$ cat config.mk
export PLATFORM = sky130hd
export DESIGN_NAME = auvd_ctrl
export DESIGN_NICKNAME = d
export VERILOG_FILES = /design/src/hw/rtl/auvd_pkg.sv /design/src/hw/rtl/auvd_ctrl.sv
export SDC_FILE = /design/constraint.sdc
export NUM_CORES = 1
export LEC_CHECK = 0
export BUFFER_PORTS_ARGS = -buffer_cell sky130_fd_sc_hd__buf_2
export CAP_MARGIN = 20
export CORE_MARGIN = 8
export CORE_UTILIZATION = 45
export CTS_BUF_LIST = sky130_fd_sc_hd__clkbuf_4 sky130_fd_sc_hd__clkbuf_8
export DETAILED_ROUTE_END_ITERATION = 10
export GPL_ROUTABILITY_DRIVEN = 0
export GPL_TIMING_DRIVEN = 0
export PLACE_DENSITY = 0.67
export SLEW_MARGIN = 20
export SYNTH_ARGS = -nofsm -noshare
export SYNTH_HDL_FRONTEND = slang
export SYNTH_SLANG_ARGS = --single-unit
$ cat constraint.sdc
create_clock -name i_clk -period 3.7 [get_ports i_clk]
set_clock_uncertainty 0.15 [all_clocks]
set_input_delay 0.555 -clock i_clk [delete_from_list [all_inputs] [get_ports i_clk]]
set_output_delay 0.555 -clock i_clk [all_outputs]
set_load 0.03 [all_outputs]
$ cat src/hw/rtl/auvd_pkg.sv
`default_nettype none
// ----------------------------------------------------------------------------
// auvd_pkg
// Shared types, codes and the step schedule of the actuator dynamics block.
// ----------------------------------------------------------------------------
package auvd_pkg;

    // Configuration port.
    localparam int unsigned CFG_IDX_W  = 2;
    localparam int unsigned CFG_DATA_W = 31;

    localparam logic [CFG_IDX_W-1:0] CFG_TIME_STEP    = 2'd0;
    localparam logic [CFG_IDX_W-1:0] CFG_SPEED_FACTOR = 2'd1;
    localparam logic [CFG_IDX_W-1:0] CFG_INITIAL_YAW  = 2'd2;

    // Request operation codes.
    localparam logic REQ_TICK    = 1'b0;
    localparam logic REQ_RESTART = 1'b1;

    // Sequencer steps.
    localparam int unsigned STEP_W = 5;
    localparam logic [STEP_W-1:0] STEP_FIRST     = 5'd0;
    localparam logic [STEP_W-1:0] STEP_OUT_FIRST = 5'd24;
    localparam logic [STEP_W-1:0] STEP_LAST      = 5'd26;

    // Operand and destination codes of the datapath register set.
    typedef enum logic [5:0] {
        REG_ZERO,
        REG_PS, REG_PA, REG_V, REG_A, REG_R, REG_RR, REG_Y, REG_YR,
        REG_D_PS, REG_D_PA, REG_D_V, REG_D_A, REG_D_RR, REG_D_YR,
        REG_RUD_RAD, REG_PB_POW, REG_VA00_V, REG_VB_PS, REG_VA11_A,
        REG_VV, REG_YB_R, REG_YA11_YR, REG_SF, REG_DRIVE,
        REG_RPM, REG_YAW_DEG,
        REG_POWER, REG_RUD, REG_DT, REG_SFS,
        REG_K_DEG2RAD, REG_K_500, REG_K_A00, REG_K_VELB, REG_K_VA11,
        REG_K_YAWB, REG_K_YA11, REG_K_RPM, REG_K_R2D
    } t_reg;

    typedef enum logic [1:0] {
        OP_MUL,      // sat(c + round(a*b))
        OP_MUL_RAW,  // sat(c + a*b), no fraction shift
        OP_SUM       // sat(a - b - k*c)
    } t_op;

    typedef struct packed {
        logic       issue;
        t_op        op;
        t_reg       a;
        t_reg       b;
        t_reg       c;
        t_reg       dest;
        logic [1:0] k;
    } t_uop;

    typedef struct packed {
        logic load;
        logic restart;
        logic publish;
        t_uop uop;
    } t_dp_cmd;

    localparam t_uop UOP_NOP = '{issue: 1'b0, op: OP_MUL, a: REG_ZERO, b: REG_ZERO,
                                 c: REG_ZERO, dest: REG_ZERO, k: 2'd0};

    function automatic t_uop mul(input t_op op, input t_reg a, input t_reg b,
                                 input t_reg c, input t_reg dest);
        t_uop u;
        u = '{issue: 1'b1, op: op, a: a, b: b, c: c, dest: dest, k: 2'd0};
        return u;
    endfunction

    function automatic t_uop sum(input t_reg a, input t_reg b, input t_reg c,
                                 input logic [1:0] k, input t_reg dest);
        t_uop u;
        u = '{issue: 1'b1, op: OP_SUM, a: a, b: b, c: c, dest: dest, k: k};
        return u;
    endfunction

    // One operation is issued per step; its result can be read once it is written back.
    // All derivatives use the old state; all but the yaw-rate one precede the first update.
    function automatic t_uop uop_at(input logic [STEP_W-1:0] step);
        t_uop u;
        case (step)
            5'd0:  u = mul(OP_MUL, REG_RUD, REG_K_DEG2RAD, REG_ZERO, REG_RUD_RAD);
            5'd1:  u = mul(OP_MUL_RAW, REG_POWER, REG_K_500, REG_ZERO, REG_PB_POW);
            5'd2:  u = mul(OP_MUL, REG_K_A00, REG_V, REG_ZERO, REG_VA00_V);
            5'd3:  u = mul(OP_MUL, REG_K_VELB, REG_PS, REG_ZERO, REG_VB_PS);
            5'd4:  u = mul(OP_MUL, REG_K_VA11, REG_A, REG_ZERO, REG_VA11_A);
            5'd5:  u = mul(OP_MUL, REG_V, REG_V, REG_ZERO, REG_VV);
            5'd6:  u = mul(OP_MUL, REG_K_YAWB, REG_R, REG_ZERO, REG_YB_R);
            5'd7:  u = mul(OP_MUL, REG_K_YA11, REG_YR, REG_ZERO, REG_YA11_YR);
            5'd8:  u = sum(REG_PA, REG_PS, REG_ZERO, 2'd0, REG_D_PS);
            5'd9:  u = sum(REG_PB_POW, REG_ZERO, REG_PA, 2'd2, REG_D_PA);
            5'd10: u = sum(REG_A, REG_VA00_V, REG_ZERO, 2'd0, REG_D_V);
            5'd11: u = sum(REG_VB_PS, REG_VA11_A, REG_ZERO, 2'd0, REG_D_A);
            5'd12: u = sum(REG_RUD_RAD, REG_R, REG_RR, 2'd3, REG_D_RR);
            5'd13: u = mul(OP_MUL, REG_VV, REG_SFS, REG_ZERO, REG_SF);
            5'd14: u = mul(OP_MUL, REG_D_PS, REG_DT, REG_PS, REG_PS);
            5'd15: u = mul(OP_MUL, REG_YB_R, REG_SF, REG_ZERO, REG_DRIVE);
            5'd16: u = mul(OP_MUL, REG_D_PA, REG_DT, REG_PA, REG_PA);
            5'd17: u = sum(REG_DRIVE, REG_YA11_YR, REG_ZERO, 2'd0, REG_D_YR);
            5'd18: u = mul(OP_MUL, REG_D_V, REG_DT, REG_V, REG_V);
            5'd19: u = mul(OP_MUL, REG_D_A, REG_DT, REG_A, REG_A);
            5'd20: u = mul(OP_MUL, REG_RR, REG_DT, REG_R, REG_R);
            5'd21: u = mul(OP_MUL, REG_D_RR, REG_DT, REG_RR, REG_RR);
            5'd22: u = mul(OP_MUL, REG_YR, REG_DT, REG_Y, REG_Y);
            5'd23: u = mul(OP_MUL, REG_D_YR, REG_DT, REG_YR, REG_YR);
            5'd24: u = mul(OP_MUL, REG_PS, REG_K_RPM, REG_ZERO, REG_RPM);
            5'd25: u = mul(OP_MUL, REG_Y, REG_K_R2D, REG_ZERO, REG_YAW_DEG);
            default: u = UOP_NOP;
        endcase
        return u;
    endfunction

endpackage
`default_nettype wire

$ cat src/hw/rtl/auvd_ctrl.sv
`default_nettype none
// ----------------------------------------------------------------------------
// auvd_ctrl
// Sequencer: accepts a request, steps through the operation schedule and
// hands the result to the output register.
// ----------------------------------------------------------------------------
module auvd_ctrl (
    input  wire logic              i_clk,
    input  wire logic              i_rst_n,
    input  wire logic              i_in_valid,
    input  wire logic              i_operation,
    output logic                   o_in_ready,
    input  wire logic              i_out_ready,
    output logic                   o_out_valid,
    output auvd_pkg::t_dp_cmd      o_cmd
);

    localparam logic [1:0] S_IDLE = 2'd0;
    localparam logic [1:0] S_RUN  = 2'd1;
    localparam logic [1:0] S_DONE = 2'd2;

    logic [1:0]                  r_state, n_state;
    logic [auvd_pkg::STEP_W-1:0] r_step, n_step;
    logic                        r_out_valid, n_out_valid;
    logic                        s_accept;
    logic                        s_publish;
    logic                        s_restart;

    assign s_accept  = i_in_valid && (r_state == S_IDLE);
    assign s_publish = (r_state == S_DONE) && (!r_out_valid || i_out_ready);
    assign s_restart = (i_operation == auvd_pkg::REQ_RESTART);

    always_comb begin
        n_state = r_state;
        n_step  = r_step;
        unique case (r_state)
            S_IDLE: begin
                if (s_accept) begin
                    n_state = S_RUN;
                    n_step  = s_restart ? auvd_pkg::STEP_OUT_FIRST : auvd_pkg::STEP_FIRST;
                end
            end
            S_RUN: begin
                n_step = r_step + 1'b1;
                if (r_step == auvd_pkg::STEP_LAST) begin
                    n_state = S_DONE;
                end
            end
            S_DONE: begin
                if (s_publish) begin
                    n_state = S_IDLE;
                end
            end
            default: begin
                n_state = S_IDLE;
            end
        endcase
    end

    always_comb begin
        n_out_valid = r_out_valid;
        if (s_publish) begin
            n_out_valid = 1'b1;
        end else if (i_out_ready) begin
            n_out_valid = 1'b0;
        end
    end

    always_ff @(posedge i_clk) begin
        if (!i_rst_n) begin
            r_state     <= S_IDLE;
            r_step      <= auvd_pkg::STEP_FIRST;
            r_out_valid <= 1'b0;
        end else begin
            r_state     <= n_state;
            r_step      <= n_step;
            r_out_valid <= n_out_valid;
        end
    end

    always_comb begin
        o_cmd.load    = s_accept;
        o_cmd.restart = s_accept && s_restart;
        o_cmd.publish = s_publish;
        o_cmd.uop     = (r_state == S_RUN) ? auvd_pkg::uop_at(r_step) : auvd_pkg::UOP_NOP;
    end

    assign o_in_ready  = (r_state == S_IDLE);
    assign o_out_valid = r_out_valid;

endmodule
`default_nettype wire

==> summary.md <==
| Metric | Value |
|---|---|
| Status | `completed` |
| Total grt overflow | `0` |
| Worst Hold Launch | `o_out_valid$_SDFFE_PN0P_` |
| Initial antenna violation count | `0` |
| Worst-Margin Slew | `0.6211 ns` |
| Reg2reg path depth | `9` |
| Final core occ | `53.46%` |
| Layout cells sized above 1 | `a little under a quarter` |
| CP required | `3.72 ns` |
| Total power per unit cell area | `about 380 mW/mm^2` |
| EDFF count, synth | `0` |
| Vert. Die Dim | `84.75 um` |
| Critical Path Fanout Max | `10` |
| Port bufs | `35` |
| P_int | `635.9 uW` |
| Max VDD drop | `0.1549 mV` |
| Post-synthesis cell count | `264` |
| Seq pwr share | `43.1%` |
| CP Capture Type | `register` |
| Hold Crit Class | `reg2reg` |
| Die width | `about 85 um` |
| Reg2reg setup slack | `0.48 ns` |
| Critical setup path kind | `reg2reg` |
| Lkg Pwr | `around 1.2 nW` |
| Final Net Count | `323` |
| Average cell area after synthesis | `8.057 um^2` |
| GRT Util Overall | `between 15 and 20%` |
| Clock Latency Late Sink | `0.29 ns` |
| Hold path depth | `2` |
| Per-cell routed wire length | `about 16 um` |
| Root Driver | `clkbuf_8` |
| Startpoint types | `register` |
| Setup TNS | `0 ns` |
| # diodes | `0` |
| Full die area | `0.007183 mm^2` |
| Antenna-violating nets left | `0` |
| RSZ-0062 raised after global routing | `false` |
| Area of the core | `0.004629 mm^2` |
| IO Pins | `39` |
| Ys Warns | `0` |
| # rows | `25` |
| Initial core utilization | `45.95%` |
| Tcrit/Tclk final | `between 80% and 90%` |
| Arr. time, crit path | `3.24 ns` |
| Total number of vias | `2075` |
| Seq/Total Area, Yosys | `32.00%` |
| Final hold vios | `0` |
| Clk buf depth | `2` |
| Final min period | `3.220 ns` |
| Number of global-route vias before repair | `1893` |
| Primary FF master, synth | `dfxtp_1` |
| Sw power | `310.9 uW` |
| Synth cell types | `65` |
| First-pass GRT wire length | `9.459 mm` |
| Remaining routing DRC violations | `0` |
| Sink Count | `34` |
| Max Fclk | `310.6 MHz` |
| Launch point of the worst reg-to-reg path | `r_state[1]$_SDFFE_PN0P_` |
| Seq cells post-synth | `34` |
| TritonCTS clock tree | `done` |
| Clock power frac | `30.4%` |
| DP Wirelength | `between 4 and 5 mm` |
| Max Cap Viol | `0` |
| Reg clk slew, reported paths | `0.07 ns` |
| Fraction of registers with async set/reset | `0%` |
| Worst Hold End | `o_out_valid$_SDFFE_PN0P_` |
| Relative slew margins | `58.59%` |
| Synth Cell Area | `between 0.002 and 0.0025 mm^2` |
| TritonCTS buffer count | `5` |
| Combinational Power Share | `26.5%` |
| Final setup violation count | `0` |
| CTS H-tree lvls | `2` |
| Final Routed Wirelength | `between 5 and 6 mm` |
| Drt first pass iters | `5` |
| Switch share | `32.84%` |
| Area growth, synth to finish | `16.35%` |
| Max-slew violations | `0` |
| Drt via density | `~5.7` |
| Starting DRC count in detailed routing | `about 300` |
| Pin count of the biggest net entering global routing | `12` |
## routing by layer
metal / routed length (um) / up-vias / track usage [%] / share of wire, %
met5: 0 / - / 0 / 0
met4: 156 / 0 / 8.091 / 2.7
met3: 558 / 21 / 4.976 / 9.8
met2: 2540 / 130 / 24.34 / 44
met1: 2464 / 924 / 20.35 / 43
li1: - / 1000 / - / -
## power groups by stage
stage	combinational (mW)	sequential (mW)	clock [mW]
finish	0.251	0.408	0.288
global route	0.270	0.412	0.308
CTS	0.247	0.409	0.292
detailed placement	0.246	0.417	0
global placement	0.245	0.417	0
floorplan	0.185	0.414	0
## area by class of cell
type	instances	area, um^2
plain buffers	20	132.6
clock buffers	6	82.58
clock inverters	2	12.51
fillers	457	2155
inverters	11	41.29
multi-input cells	201	1282
flip-flops and latches	34	680.7
well taps	54	67.56
repair buffers	35	175.2
## critical path, cell delays in order (launching register included)
cell and delay [ns]:
dfxtp_1 0.34, buf_4 0.18, and2b_1 0.22, clkbuf_1 0.40, mux2i_1 0.29, nor2_2 0.36
inv_1 0.23, ha_1 0.36, o21a_1 0.23, a221o_1 0.34
## logic make-up (layout without fill, tap and decap cells)
logic type / after synthesis / in the layout / synth area share [%]
flip-flops: 34 / 34 / 32.00
multiplexers: 5 / 5 / 2.353
AND/OR/NAND/NOR: 112 / 112 / 28.59
XOR/XNOR: 1 / 1 / 0.4118
AO/OA/AOI/OAI: 70 / 70 / 22.41
buffers and inverters: 31 / 74 / 8.176
other: 1 / 3 / 0.1763
adder cells (fa/ha/maj): 10 / 10 / 5.882
## worst max path at each step
stage | from | to | slack (ns) | cells after the start
finish | r_state[1]$_SDFFE_PN0P_ | register | 0.48 | 9
global route | r_state[0]$_SDFFE_PN0P_ | register | 0.20 | 9
CTS | r_state[1]$_SDFFE_PN0P_ | register | 0.31 | 9
detailed placement | r_state[1]$_SDFFE_PN0P_ | register | 0.32 | 9
global placement | r_state[1]$_SDFFE_PN0P_ | register | 0.37 | 9
floorplan | r_state[1]$_SDFFE_PN0P_ | register | 1.10 | 9
## cells in the final DEF, fill, tap and decap left out, drive strengths merged, types with 2 or more instances in the layout
cell	instances
a21o	3
o21ai	14
o211ai	5
a21boi	2
conb	3
ha	10
buf	51
and4bb	2
and3b	2
clkinv	2
nor3	4
nand3	11
and2	28
nor3b	2
nor2	21
dfxtp	34
o21a	2
nand2b	2
a211oi	2
a31oi	2
and3	3
a211o	3
nor2b	2
nand2	28
a22oi	2
clkbuf	10
mux2i	5
a21oi	21
inv	10
a221o	2
## synthesized netlist by cell type, types with 2 or more instances
| library cell | n | area (um^2) |
|---|---|---|
| dfxtp_1 | 34 | 680.7 |
| and2_1 | 28 | 175.2 |
| nand2_1 | 26 | 97.59 |
| a21oi_1 | 21 | 105.1 |
| nor2_1 | 21 | 78.83 |
| nand3_1 | 11 | 55.05 |
| ha_1 | 10 | 125.1 |
| o21ai_0 | 10 | 50.05 |
| inv_1 | 9 | 33.78 |
| buf_4 | 8 | 60.06 |
| mux2i_1 | 5 | 50.05 |
| buf_2 | 4 | 20.02 |
| clkbuf_1 | 4 | 15.01 |
| nor3_1 | 4 | 20.02 |
| o211ai_1 | 4 | 30.03 |
| a21o_1 | 3 | 22.52 |
| and3_1 | 3 | 18.77 |
| buf_6 | 3 | 33.78 |
| o21ai_1 | 3 | 15.01 |
| a211o_1 | 2 | 17.52 |
| a221o_1 | 2 | 20.02 |
| a22oi_1 | 2 | 15.01 |
| a31oi_1 | 2 | 12.51 |
| nand2b_1 | 2 | 12.51 |
| nor2b_1 | 2 | 12.51 |
| o21a_1 | 2 | 15.01 |
## what timing repair did
action | CTS | global route
setup endpoints to repair | 0 | 3
endpoints found under the hold margin | 0 | 0
resized for setup | 0 | 1
setup buffers | 0 | 0
hold buffers | 0 | 0
## metrics by stage
stage                     total power [mW]  std cells  setup WS [ns]  hold WS [ns]  cell area (um^2)
final                               0.9468        363         0.4805        0.3658              2475
after global routing                0.9903        363         0.2027        0.4209              2475
after CTS                           0.9470        363         0.3098        0.3697              2472
after detailed placement            0.6631        355         0.3211        0.3597              2377
after global placement              0.6614        355         0.3691        0.3530              2377
after floorplan                     0.5998        266          1.095        0.4541              2135
(Power assumes the default switching activity.)
